[src/hdl/asm_pkg.sv]
// ----------------------------------------------------------------------------
// asm_pkg - shared types for the AABB slide move block
// Coordinate types, collider and probe box structs, command and outcome
// codes, and the box bound and overlap functions used by the control and cell row.
// ----------------------------------------------------------------------------
`default_nettype none

package asm_pkg;

  localparam int MAX_BOXES      = 64;
  localparam int COORD_BITS     = 32;
  localparam int WIDE_BITS      = COORD_BITS + 2;
  localparam int PROBES         = 4;
  localparam int DIM_BITS       = 31;
  localparam int COUNT_BITS     = 7;
  localparam int INDEX_BITS     = 6;
  localparam int CMD_BITS       = 2;
  localparam int CFG_INDEX_BITS = 2;
  localparam int OUTCOME_BITS   = 3;

  localparam logic [DIM_BITS-1:0]   RADIUS_RESET = DIM_BITS'(32768);
  localparam logic [DIM_BITS-1:0]   HEIGHT_RESET = DIM_BITS'(117965);
  localparam logic [COUNT_BITS-1:0] COUNT_RESET  = '0;

  // probe slots tested in parallel for one item
  localparam int PRB_FULL = 0;
  localparam int PRB_X    = 1;
  localparam int PRB_XZ   = 2;
  localparam int PRB_Z    = 3;

  typedef logic signed [COORD_BITS-1:0] coord_t;
  typedef logic signed [WIDE_BITS-1:0]  wide_t;

  typedef enum logic [CMD_BITS-1:0] {
    CMD_LOAD  = 2'd0,
    CMD_CHECK = 2'd1,
    CMD_MOVE  = 2'd2
  } cmd_t;

  typedef enum logic [CFG_INDEX_BITS-1:0] {
    REG_RADIUS = 2'd0,
    REG_HEIGHT = 2'd1,
    REG_COUNT  = 2'd2
  } reg_t;

  typedef enum logic [OUTCOME_BITS-1:0] {
    OUTC_FULL    = 3'd0,
    OUTC_XZ      = 3'd1,
    OUTC_X       = 3'd2,
    OUTC_Z       = 3'd3,
    OUTC_BLOCKED = 3'd4
  } outcome_t;

  typedef enum logic [1:0] {
    ST_IDLE,
    ST_SCAN,
    ST_WAIT
  } state_t;

  typedef struct packed {
    coord_t min_x;
    coord_t min_y;
    coord_t min_z;
    coord_t max_x;
    coord_t max_y;
    coord_t max_z;
  } box_t;

  typedef struct packed {
    wide_t lo_x;
    wide_t hi_x;
    wide_t lo_y;
    wide_t hi_y;
    wide_t lo_z;
    wide_t hi_z;
  } bounds_t;

  typedef struct packed {
    logic              token;
    logic [PROBES-1:0] blocked;
  } chain_t;

  typedef struct packed {
    logic                  load_we;
    logic                  launch;
    logic [COUNT_BITS-1:0] box_count;
  } scan_ctl_t;

  // player box at a point: x and z +/- radius, y up by height
  function automatic bounds_t make_bounds(coord_t px, coord_t py, coord_t pz,
                                         logic [DIM_BITS-1:0] r,
                                         logic [DIM_BITS-1:0] h);
    wide_t   rw;
    wide_t   hw;
    bounds_t b;
    rw     = WIDE_BITS'(signed'({1'b0, r}));
    hw     = WIDE_BITS'(signed'({1'b0, h}));
    b.lo_x = WIDE_BITS'(px) - rw;
    b.hi_x = WIDE_BITS'(px) + rw;
    b.lo_y = WIDE_BITS'(py);
    b.hi_y = WIDE_BITS'(py) + hw;
    b.lo_z = WIDE_BITS'(pz) - rw;
    b.hi_z = WIDE_BITS'(pz) + rw;
    return b;
  endfunction

  // touching faces count as overlap
  function automatic logic overlaps(bounds_t p, box_t b);
    return (p.hi_x >= WIDE_BITS'(b.min_x)) && (p.lo_x <= WIDE_BITS'(b.max_x)) &&
           (p.hi_y >= WIDE_BITS'(b.min_y)) && (p.lo_y <= WIDE_BITS'(b.max_y)) &&
           (p.hi_z >= WIDE_BITS'(b.min_z)) && (p.lo_z <= WIDE_BITS'(b.max_z));
  endfunction

endpackage

`default_nettype wire

[src/hdl/asm_cell.sv]
// ----------------------------------------------------------------------------
// asm_cell - one collider box of the cell row
// Holds one box and, as the scan token passes, ORs its overlap with each
// probe box into the blocked flags handed to the next cell.
// ----------------------------------------------------------------------------
`default_nettype none

module asm_cell import asm_pkg::*; (
  input  logic    clk,
  input  logic    rst,
  input  logic    wr,
  input  logic    in_use,
  input  box_t    wr_box,
  input  bounds_t probe [PROBES],
  input  chain_t  link_in,
  output chain_t  link_out
);

  box_t              box;
  logic [PROBES-1:0] hit_here;

  always_ff @(posedge clk) begin
    if (wr) begin
      box <= wr_box;
    end
  end

  always_comb begin
    for (int p = 0; p < PROBES; p++) begin
      hit_here[p] = in_use && overlaps(probe[p], box);
    end
  end

  // token is reset; the flags flush through from the row head on their own
  always_ff @(posedge clk) begin
    if (rst) begin
      link_out.token <= 1'b0;
    end else begin
      link_out.token <= link_in.token;
    end
    link_out.blocked <= link_in.blocked | hit_here;
  end

endmodule

`default_nettype wire

[config.mk]
export PLATFORM = sky130hd
export DESIGN_NAME = asm_cell
export DESIGN_NICKNAME = d
export VERILOG_FILES = /design/src/hdl/asm_pkg.sv /design/src/hdl/asm_cell.sv
export SDC_FILE = /design/constraint.sdc
export NUM_CORES = 1
export LEC_CHECK = 0
export ABC_CLOCK_PERIOD_IN_PS = 2500
export BUFFER_PORTS_ARGS = -buffer_cell sky130_fd_sc_hd__buf_2
export CORE_AREA = 2 2 402 404
export CTS_BUF_LIST = sky130_fd_sc_hd__clkbuf_4 sky130_fd_sc_hd__clkbuf_8
export CTS_CLUSTER_SIZE = 20
export DETAILED_ROUTE_END_ITERATION = 10
export DIE_AREA = 0 0 404 406
export HOLD_SLACK_MARGIN = 0.1
export PLACE_DENSITY = 0.44
export SETUP_SLACK_MARGIN = 0.1
export SYNTH_ARGS = -nofsm -noshare
export SYNTH_HDL_FRONTEND = slang
export SYNTH_SLANG_ARGS = --single-unit
[constraint.sdc]
create_clock -name clk -period 2.5 [get_ports clk]
set_input_delay 0.25 -clock clk [delete_from_list [all_inputs] [get_ports clk]]
set_output_delay 0.25 -clock clk [all_outputs]
set_load 0.03 [all_outputs]
==> out/results.tsv <==
metric	value	unit
DRC errors left	0	
initial drt markers	1485	
largest family of logic cells by synthesized area	adder cells	
global-route wire length before repair	197.4	mm
Worst setup endpoint	link_out[0]	
Layout area overhead	60.74	%
share of layout cells above drive strength 1	0.3905	
CP required	3.11	ns
synthesized net count	4345	
Worst path slowest cell	edfxtp_1	
Worst-path clk slew	0.14	ns
pwr/cell area	343.4	mW/mm2
combinational fraction of design power	0.508	
CP Max Fanout	3	
worst hold-check path type	in2reg	
Worst Tran Pin Value	0.6895	ns
Sw Share	0.4008	
Seq pwr share	0.297	
Max Slew Vio Count	0	
Clock Latency Late Sink	0.68	ns
most frequent cells in the layout	buf_2 (1020), ha_1 (785), buf_4 (429)	
EDFF count, synth	192	
row cnt	147	
DRT antenna net count	0	
CTS tree	yes	
TNS Setup	-1.374	ns
Die X	404	um
layout filler cell count	17624	
Layout Nets	6033	
Final Hold Violating Endpoints	0	
Distinct cells, synth	55	
Final HPWL DP	131.9	mm
Synth Register Bits	197	
multiplexer area fraction after synthesis	0.003705	
RSZ-0062 raised after global routing	true	
Seq/Total Area, Yosys	0.2412	
Mean Syn Cell Area	9.679	um2
final wirelength	145.9	mm
setup violators final	4	
Area after DPL	0.03542	mm2
Simple-Gate Fraction of Synth Area	0.1278	
critical path, cell by cell	inv_2 > buf_4 > ha_1 > nand2_1 > nor2_1 > a211oi_2 > buf_4 > o21ai_0 > buf_4 > a211o_1 > buf_4 > a221o_1 > o31ai_1	
H-tree Lvls	4	
Slew HR	0.5383	
clock share of power	0.194	
worst r2r dst	link_out[0]	
fin crit share	1.155	
gpl congestion	0.9761	
initial antenna violation count	118	
adder-cell share of the synthesized area	0.4199	
via density per instance	4.251	
area share of xor/xnor cells in the synthesized design	0.001441	
utilization after layout	0.2448	
fmax	346.4	MHz
CORE AREA	0.1596	mm2
router iterations before antenna repair	5	
Finished Cell Area	0.03908	mm2
Synth Area in Compound Gates	0.1656	
Num Clock Sinks	197	
largest net degree at the start of global routing	42	
Post-Synthesis Cells	2512	
via count	27038	
drt wl/cell	22.94	um
Die Y	406	um
Total GRT Usage	0.1727	
vias in the first global route	27875	
port bufs	1021	
root buffer cell	clkbuf_8	
number of synthesis warnings	0	
Starting Density	0.1523	
Max VDD drop	458.4	uV
clock skew	0.02422	ns
P_int	8.041	mW
min cycle time layout	2.887	ns
failing checks	negative setup slack	
P_sw	5.378	mW
CTS buffer count	17	
Remaining Overflow, GRT	0	
crit-path most repeated cell	buf_4	
ys flop type	edfxtp_1	
pre-CTS WS	-0.9262	ns
Critical Path Start	box[120]	
final hold slack	0.2582	ns
IO Pins	1022	
status	finished with violations	
Worst setup EP type	register	
Async SR Flop Fraction	0	
Mapped Area	0.02431	mm2
R2R Path Start	box[120]	
FF-to-FF path depth	13	
CP arrival	3.50	ns
startpoint types	register	
Max-Cap Viols	0	
critical path class	reg2reg	
reg2reg setup slack	-0.39	ns
Crit path largest cell delay	0.50	ns
Die Area	0.1640	mm2
commonest non-fill, non-tap cell in the layout	buf_2	
static leakage	19.46	nW
min setup slack post-route	-0.3867	ns
Clock Path Buffers	2	
worst max-delay path: cells and delay by family, from the launching register on:
kind            cells  cell delay, ns
buf+inv             5            0.75
flops               1            0.50
simple gates        2            0.11
fa+ha+maj           1            0.24
compound gates      5            1.20
routing by layer:
metal	part of all wire	GRT usage	vias up
li1	-	-	13285
met5	0.0030	0	-
met3	0.068	0.04999	205
met2	0.48	0.2973	814
met4	0.027	0.05695	68
met1	0.42	0.2049	12666
per-stage QoR:
step | power (mW) | std cells
floorplan | 6.863 | 2512
global placement | 10.23 | 6053
detailed placement | 10.28 | 6053
CTS | 13.60 | 6295
global route | 14.49 | 6344
finish | 13.42 | 6360
synth_stat cells (7+ instances only):
master,instances,area [um2]
o211ai_1,14,105.1
nor2b_1,10,62.56
nand2_1,139,521.8
nand2b_1,12,75.07
inv_1,261,979.7
nor4_1,21,131.4
nand4_1,163,1020
a221o_1,7,70.07
edfxtp_1,192,5766
mux2i_1,9,90.09
a2111oi_0,10,87.58
and4_1,29,254.0
ha_1,816,10210
a211oi_1,54,405.4
nor3_1,32,160.2
a21o_1,104,780.8
nand3_1,72,360.4
nor2_1,80,300.3
o41ai_1,7,61.31
o21ai_0,101,505.5
a211o_1,7,61.31
a221oi_1,22,192.7
a31oi_1,10,62.56
a21oi_1,252,1261
worst min-delay path by stage:
stage                          start           to  slack (ns)  cells past startpoint
after floorplan                  rst  link_out[4]        0.32                      1
after global placement           rst  link_out[4]        0.41                      2
after detailed placement         rst  link_out[4]        0.41                      2
after CTS                 probe[645]  link_out[0]        0.12                      5
after global routing      wr_box[21]      box[21]        0.17                      2
final                     wr_box[84]      box[84]        0.26                      2
registers in the layout (all words and copies together) (netlist names):
| name | flops |
|---|---|
| box | 192 |
| link_out | 5 |
final cells by class:
cell class	count	area, um2	share of cell area
Clock buffer	17	234.0	0.005987
Clock inverter	15	162.7	0.004162
Tap cell	2086	2610	0.06678
Inverter	261	988.4	0.02529
Timing Repair Buffer	1669	10630	0.2719
Sequential cell	197	5866	0.1501
Multi-Input combinational cell	2054	18440	0.4719
Antenna cell	61	152.6	0.003906
cells by family after synthesis:
logic type,count (synthesis)
muxes,9
and+or+nand+nor,586
adders and majority gates,816
DFF,197
buffers and inverters,261
xor gates and xnor gates,4
AOI/OAI and AO/OA,639
repair_timing:
action                                  CTS  global route
hold buffers                            200             0
endpoints found under the hold margin   227             0
endpoints found under the setup margin    4             4
pin swaps                                58            28
gates resized for setup                 142            44
setup buffers                            10             4
power by group through the flow:
stage	combinational, mW	sequential [mW]	clock (mW)
global placement	6.17	4.06	0
global route	7.61	4.02	2.86
finish	6.82	3.99	2.61
floorplan	2.82	4.04	0
detailed placement	6.22	4.06	0
CTS	6.79	3.99	2.82
(Power assumes the default switching activity.)
