**src/hdl/asm_pkg.sv**
```systemverilog
// ----------------------------------------------------------------------------
// asm_pkg - shared types for the AABB slide move block
// Coordinate types, collider and probe box structs, command and outcome
// codes, and the box bound and overlap functions used by the control and cell row.
// ----------------------------------------------------------------------------
`default_nettype none

package asm_pkg;

  localparam int MAX_BOXES      = 64;
  localparam int COORD_BITS     = 32;
  localparam int WIDE_BITS      = COORD_BITS + 2;
  localparam int PROBES         = 4;
  localparam int DIM_BITS       = 31;
  localparam int COUNT_BITS     = 7;
  localparam int INDEX_BITS     = 6;
  localparam int CMD_BITS       = 2;
  localparam int CFG_INDEX_BITS = 2;
  localparam int OUTCOME_BITS   = 3;

  localparam logic [DIM_BITS-1:0]   RADIUS_RESET = DIM_BITS'(32768);
  localparam logic [DIM_BITS-1:0]   HEIGHT_RESET = DIM_BITS'(117965);
  localparam logic [COUNT_BITS-1:0] COUNT_RESET  = '0;

  // probe slots tested in parallel for one item
  localparam int PRB_FULL = 0;
  localparam int PRB_X    = 1;
  localparam int PRB_XZ   = 2;
  localparam int PRB_Z    = 3;

  typedef logic signed [COORD_BITS-1:0] coord_t;
  typedef logic signed [WIDE_BITS-1:0]  wide_t;

  typedef enum logic [CMD_BITS-1:0] {
    CMD_LOAD  = 2'd0,
    CMD_CHECK = 2'd1,
    CMD_MOVE  = 2'd2
  } cmd_t;

  typedef enum logic [CFG_INDEX_BITS-1:0] {
    REG_RADIUS = 2'd0,
    REG_HEIGHT = 2'd1,
    REG_COUNT  = 2'd2
  } reg_t;

  typedef enum logic [OUTCOME_BITS-1:0] {
    OUTC_FULL    = 3'd0,
    OUTC_XZ      = 3'd1,
    OUTC_X       = 3'd2,
    OUTC_Z       = 3'd3,
    OUTC_BLOCKED = 3'd4
  } outcome_t;

  typedef enum logic [1:0] {
    ST_IDLE,
    ST_SCAN,
    ST_WAIT
  } state_t;

  typedef struct packed {
    coord_t min_x;
    coord_t min_y;
    coord_t min_z;
    coord_t max_x;
    coord_t max_y;
    coord_t max_z;
  } box_t;

  typedef struct packed {
    wide_t lo_x;
    wide_t hi_x;
    wide_t lo_y;
    wide_t hi_y;
    wide_t lo_z;
    wide_t hi_z;
  } bounds_t;

  typedef struct packed {
    logic              token;
    logic [PROBES-1:0] blocked;
  } chain_t;

  typedef struct packed {
    logic                  load_we;
    logic                  launch;
    logic [COUNT_BITS-1:0] box_count;
  } scan_ctl_t;

  // player box at a point: x and z +/- radius, y up by height
  function automatic bounds_t make_bounds(coord_t px, coord_t py, coord_t pz,
                                         logic [DIM_BITS-1:0] r,
                                         logic [DIM_BITS-1:0] h);
    wide_t   rw;
    wide_t   hw;
    bounds_t b;
    rw     = WIDE_BITS'(signed'({1'b0, r}));
    hw     = WIDE_BITS'(signed'({1'b0, h}));
    b.lo_x = WIDE_BITS'(px) - rw;
    b.hi_x = WIDE_BITS'(px) + rw;
    b.lo_y = WIDE_BITS'(py);
    b.hi_y = WIDE_BITS'(py) + hw;
    b.lo_z = WIDE_BITS'(pz) - rw;
    b.hi_z = WIDE_BITS'(pz) + rw;
    return b;
  endfunction

  // touching faces count as overlap
  function automatic logic overlaps(bounds_t p, box_t b);
    return (p.hi_x >= WIDE_BITS'(b.min_x)) && (p.lo_x <= WIDE_BITS'(b.max_x)) &&
           (p.hi_y >= WIDE_BITS'(b.min_y)) && (p.lo_y <= WIDE_BITS'(b.max_y)) &&
           (p.hi_z >= WIDE_BITS'(b.min_z)) && (p.lo_z <= WIDE_BITS'(b.max_z));
  endfunction

endpackage

`default_nettype wire

```
**src/hdl/asm_ctrl.sv**
```systemverilog
// ----------------------------------------------------------------------------
// asm_ctrl - item control for the AABB slide move block
// Config registers, item capture, probe box set-up, scan sequencing and
// the result register with the slide decision.
// ----------------------------------------------------------------------------
`default_nettype none

module asm_ctrl import asm_pkg::*; (
  input  logic                      clk,
  input  logic                      rst,
  input  logic                      cfg_we,
  input  logic [CFG_INDEX_BITS-1:0] cfg_index,
  input  logic [DIM_BITS-1:0]       cfg_data,
  input  logic                      item_valid,
  output logic                      item_stall,
  input  logic [CMD_BITS-1:0]       command,
  input  logic [INDEX_BITS-1:0]     box_index,
  input  coord_t                    first_x,
  input  coord_t                    first_y,
  input  coord_t                    first_z,
  input  coord_t                    second_x,
  input  coord_t                    second_y,
  input  coord_t                    second_z,
  output logic                      result_valid,
  input  logic                      result_stall,
  output coord_t                    pos_x,
  output coord_t                    pos_y,
  output coord_t                    pos_z,
  output logic                      hit,
  output logic [OUTCOME_BITS-1:0]   outcome,
  output scan_ctl_t                 ctl,
  output bounds_t                   probe [PROBES],
  input  chain_t                    chain_end
);

  state_t                state, state_next;
  logic [DIM_BITS-1:0]   radius;
  logic [DIM_BITS-1:0]   height;
  logic [COUNT_BITS-1:0] box_count;
  logic                  launch;
  logic                  is_move;
  coord_t                cur_x, cur_y, cur_z;
  coord_t                dst_x, dst_y, dst_z;
  logic [PROBES-1:0]     flags;

  logic                  accept;
  logic                  is_query;
  logic                  out_free;
  logic                  take_flags;
  logic                  load_res;
  coord_t                res_x, res_y, res_z;
  logic                  res_hit;
  outcome_t              res_outc;

  // config port
  always_ff @(posedge clk) begin
    if (rst) begin
      radius    <= RADIUS_RESET;
      height    <= HEIGHT_RESET;
      box_count <= COUNT_RESET;
    end else if (cfg_we) begin
      unique case (cfg_index)
        REG_RADIUS: radius    <= cfg_data;
        REG_HEIGHT: height    <= cfg_data;
        REG_COUNT:  box_count <= cfg_data[COUNT_BITS-1:0];
        default:    ;
      endcase
    end
  end

  assign accept   = item_valid && (state == ST_IDLE);
  assign is_query = (command == CMD_CHECK) || (command == CMD_MOVE);
  assign out_free = !result_valid || !result_stall;

  // next state
  always_comb begin
    state_next = state;
    unique case (state)
      ST_IDLE: if (accept && is_query) state_next = ST_SCAN;
      ST_SCAN: if (chain_end.token) state_next = ST_WAIT;
      ST_WAIT: if (out_free) state_next = ST_IDLE;
      default: state_next = ST_IDLE;
    endcase
  end

  // outputs of the sequencer
  always_comb begin
    item_stall  = (state != ST_IDLE);
    take_flags  = (state == ST_SCAN) && chain_end.token;
    load_res    = (state == ST_WAIT) && out_free;
    ctl.load_we = accept && (command == CMD_LOAD) &&
                  (32'(box_index) < 32'(MAX_BOXES));
    ctl.launch    = launch;
    ctl.box_count = box_count;
  end

  always_ff @(posedge clk) begin
    if (rst) begin
      state  <= ST_IDLE;
      launch <= 1'b0;
    end else begin
      state  <= state_next;
      launch <= accept && is_query;
    end
  end

  // item capture and probe boxes; a check uses the full slot at the first point
  always_ff @(posedge clk) begin
    if (accept && is_query) begin
      is_move <= (command == CMD_MOVE);
      cur_x   <= first_x;
      cur_y   <= first_y;
      cur_z   <= first_z;
      dst_x   <= second_x;
      dst_y   <= second_y;
      dst_z   <= second_z;
      if (command == CMD_CHECK) begin
        probe[PRB_FULL] <= make_bounds(first_x, first_y, first_z, radius, height);
      end else begin
        probe[PRB_FULL] <= make_bounds(second_x, second_y, second_z, radius, height);
      end
      probe[PRB_X]  <= make_bounds(second_x, first_y, first_z, radius, height);
      probe[PRB_XZ] <= make_bounds(second_x, first_y, second_z, radius, height);
      probe[PRB_Z]  <= make_bounds(first_x, first_y, second_z, radius, height);
    end
  end

  always_ff @(posedge clk) begin
    if (take_flags) begin
      flags <= chain_end.blocked;
    end
  end

  // slide decision: full, then x (with z if free), then z, else stay
  always_comb begin
    res_x    = cur_x;
    res_y    = cur_y;
    res_z    = cur_z;
    res_hit  = 1'b0;
    res_outc = OUTC_FULL;
    if (!is_move) begin
      res_hit = flags[PRB_FULL];
    end else begin
      priority if (!flags[PRB_FULL]) begin
        res_x = dst_x;
        res_y = dst_y;
        res_z = dst_z;
      end else if (!flags[PRB_X]) begin
        res_x = dst_x;
        if (!flags[PRB_XZ]) begin
          res_z    = dst_z;
          res_outc = OUTC_XZ;
        end else begin
          res_outc = OUTC_X;
        end
      end else if (!flags[PRB_Z]) begin
        res_z    = dst_z;
        res_outc = OUTC_Z;
      end else begin
        res_outc = OUTC_BLOCKED;
      end
    end
  end

  always_ff @(posedge clk) begin
    if (rst) begin
      result_valid <= 1'b0;
    end else if (load_res) begin
      result_valid <= 1'b1;
    end else if (!result_stall) begin
      result_valid <= 1'b0;
    end
  end

  always_ff @(posedge clk) begin
    if (load_res) begin
      pos_x   <= res_x;
      pos_y   <= res_y;
      pos_z   <= res_z;
      hit     <= res_hit;
      outcome <= res_outc;
    end
  end

`ifndef SYNTHESIS
  a_token_in_scan: assert property (@(posedge clk) disable iff (rst)
    chain_end.token |-> state == ST_SCAN)
    else $error("scan token left the row outside a scan");

  a_launch_in_scan: assert property (@(posedge clk) disable iff (rst)
    launch |-> state == ST_SCAN)
    else $error("scan launched while not scanning");

  a_result_from_wait: assert property (@(posedge clk) disable iff (rst)
    $rose(result_valid) |-> $past(state) == ST_WAIT)
    else $error("result raised without a finished scan");

  a_hit_only_check: assert property (@(posedge clk) disable iff (rst)
    result_valid |-> !(hit && (outcome != OUTC_FULL)))
    else $error("hit and move outcome both set");
`endif

endmodule

`default_nettype wire

```
**config.mk**
```make
export PLATFORM = sky130hd
export DESIGN_NAME = asm_ctrl
export DESIGN_NICKNAME = d
export VERILOG_FILES = /design/src/hdl/asm_pkg.sv /design/src/hdl/asm_ctrl.sv
export SDC_FILE = /design/constraint.sdc
export NUM_CORES = 2
export LEC_CHECK = 0
export BUFFER_PORTS_ARGS = -buffer_cell sky130_fd_sc_hd__buf_2
export CORE_AREA = 2 2 457 459
export CTS_CLUSTER_DIAMETER = 200
export DETAILED_ROUTE_END_ITERATION = 16
export DIE_AREA = 0 0 459 461
export SETUP_SLACK_MARGIN = 0.5
export SYNTH_ARGS = -nofsm -noshare
export SYNTH_HDL_FRONTEND = slang
export SYNTH_SLANG_ARGS = --single-unit
```
**constraint.sdc**
```tcl
create_clock -name clk -period 24.8 [get_ports clk]
set_clock_uncertainty 0.1 [all_clocks]
set_input_delay 4.96 -clock clk [delete_from_list [all_inputs] [get_ports clk]]
set_output_delay 4.96 -clock clk [all_outputs]
set_load 0.01 [all_outputs]
```
==> results.md <==
- Post-CTS Resized: 0
- Synth unique cells: 95
- Placed cells: 7566
- Top area cells in the synthesized netlist: edfxtp_1, ha_1, mux2_2
- Peak supply drop: 0.0000622 V
- Sequential cell area: 25000 um2
- Final Cycle Share: 0.433
- Initial antenna violation count: 72
- Setup crit start: command[1]
- GP Congestion: 0.953
- Total power: 4190 uW
- Proportion of synthesized chip area in sequential cells: 0.525
- Hold WC Path Type: flip-flop to flip-flop
- Setup CP Type: input port to output pin
- WP data required: 19.74 ns
- Post-synth ARST share: 0
- Skew-Pair Late Insertion Delay: 0.74 ns
- Worst path arrival time: 5.67 ns
- Detailed placer's ending HPWL: 187000 um
- 1st-iter DRT viols: 2902
- Most numerous cell in the Yosys netlist: edfxtp_1
- Synth Area per Inst: 11.6 um2
- Number of buffers created by CTS: 105
- Fin area: 58100 um2
- Min-delay src: box_count[6]
- CTS Root Cell: clkbuf_16
- Worst setup SP type: input port
- Area delta synth->final: 21.7%
- Max cap viols: 0
- TritonCTS clock tree: done
- Final setup viols: 0
- Final WL: 226000 um
- Vias: 36.5k
- Vias per Instance: 4.69
- Clock input transition at the sequential cells of the worst setup and hold paths: 0.06 ns
- Filler instances: 21.4k
- Initial core utilization: 0.231
- TritonRoute pass-1 iters: 5
- Post-placement cell area: 54400 um2
- Core area: 206000 um2
- Pwr/cell area: 72.2 nW/um2
- Ys flop type: edfxtp_1
- Hold-fix buffers at CTS: 0
- Hold Worst Slack: 0.397 ns
- Row count: 167
- Post-CTS Setup Repair Bufs: 0
- Crit path capture type: output pin
- Top post-synthesis cells by count: edfxtp_1, a21oi_1, ha_1, nand2_1, buf_4
- Nets@finish: 5535
- Leakage: 0.0229 uW
- Reg-to-Reg Start: radius[17]
- Grt total ovfl: 0
- Fmax: 93.2 MHz
- Unrepaired setup endpoints after global routing: false
- Die Ht: 461 um
- Critical path fanouts, max: 2
- Outcome: finished clean
- Die width: 459 um
- H-tree Lvls: 3
- Yosys warnings: 0
- Syn Nets: 4689
- Vias in the first global route: 35.9k
- Die Area: 212000 um2
- IO buf count: 1163
- DRC: 0
- Layout cell share with drive strength beyond 1: 0.329
- Pin count of the biggest net entering global routing: 162
- Post-synthesis register bit count: 858
- Total track usage: 0.204
- Post-synth EDFFs: 785
- Final TNS setup: 0 ns
- Final Hold Vio Count: 0
- Tightest Pin Transition: 1.04 ns
- # IOs: 1170
- Final cell count without fillers: 7794
- Post-route minimum period: 10.73 ns
- Post-synth top area share: 0.494
- First-pass GRT wire length: 298000 um
- ANT nets after route: 0
- Footprint of the multi-input gates: 19100 um2
- Clock Sinks: 858
- Mapped Area: 47700 um2
- Most area-hungry cell type in the Yosys netlist: edfxtp_1
- CTS max path bufs: 3
- Relative slew margins: 0.308
- Synthesized instance count: 4123
- Pins Over Slew Limit: 0
- Wire length per cell: 28.9 um
through the flow:
step	utilization	worst slack, ns
floorplan	-	5.21
global placement	0.263	14.11
detailed placement	0.263	14.10
CTS	0.281	14.09
global route	0.281	14.04
finish	0.281	14.07
critical path, cell delays in order:
cell and delay, ns:
buf_2 0.12, inv_1 0.10, ha_1 0.16, and3_1 0.18, buf_2 0.14
kinds of logic (layout without fill, tap and decap cells):
logic type	count (synthesis)	in the layout	share of synthesized area
AOI/OAI and AO/OA	888	888	0.121
xor gates and xnor gates	288	288	0.0532
adders and majority gates	323	323	0.0863
buffers and inverters	651	1587	0.0755
DFF	858	858	0.525
muxes	239	239	0.0561
other	0	31	0
and+or+nand+nor	876	876	0.0835
routing by layer:
layer | up-vias | wire length, um | global-route usage
met5 | - | 102 | 0
met3 | 317 | 12100 | 0.0348
li1 | 16400 | - | -
met4 | 16 | 10700 | 0.0928
met2 | 1474 | 111000 | 0.356
met1 | 18300 | 91600 | 0.245
cell type report:
type | instances | share of cell area
multi-input cells | 2614 | 0.329
inverters | 190 | 0.0124
clock buffers | 117 | 0.0467
well taps | 2704 | 0.0582
flip-flops and latches | 858 | 0.431
diodes | 31 | 0.00134
repair buffers | 1200 | 0.105
clock inverters | 80 | 0.0157
final timing paths:
kind	endpoint	cells after the start	slack, ns
worst max-delay path	ctl[8]	5	14.07
worst min-delay path	box_count[6]	2	0.40
worst max register to register	probe[809]	12	19.50
worst min register to register	box_count[6]	2	0.40
cells in the final DEF, fill, tap and decap left out, types with 14 or more instances in the layout:
cell type and count:
clkinv_1 19, buf_2 1162, ha_1 312, o21bai_1 65, a211oi_1 20, buf_4 37, clkinv_2 20, nor2_1 277
o31ai_1 27, nand3_1 38, edfxtp_1 785, nand2_1 311, a21oi_1 347, or3_1 16, diode_2 31, a21o_1 69
nor2b_1 32, xor2_1 50, o21ai_0 124, nand4_1 24, nand2b_1 25, nor4_1 25, a31oi_1 31, nand3b_1 14
dfxtp_1 73, nor3_1 49, xnor2_1 236, o21a_1 22, bufinv_16 14, clkbuf_16 106, mux2_2 227, inv_1 181
where the power goes:
| part | switching (uW) | internal [uW] |
|---|---|---|
| combinational | 522 | 263 |
| sequential | 58.0 | 1720 |
| clock | 686 | 944 |
flip-flops by register name, summed over array words and instances (netlist names):
register and flops:
radius 31, pos_z 32, state 2, height 31
probe 488, cur_y 32, pos_x 32, dst_y 32
pos_y 32, launch 1, result_valid 1, cur_z 32
hit 1, is_move 1, dst_z 32, outcome 3
flags 4, cur_x 32, box_count 7, dst_x 32
(Power assumes the default switching activity.)
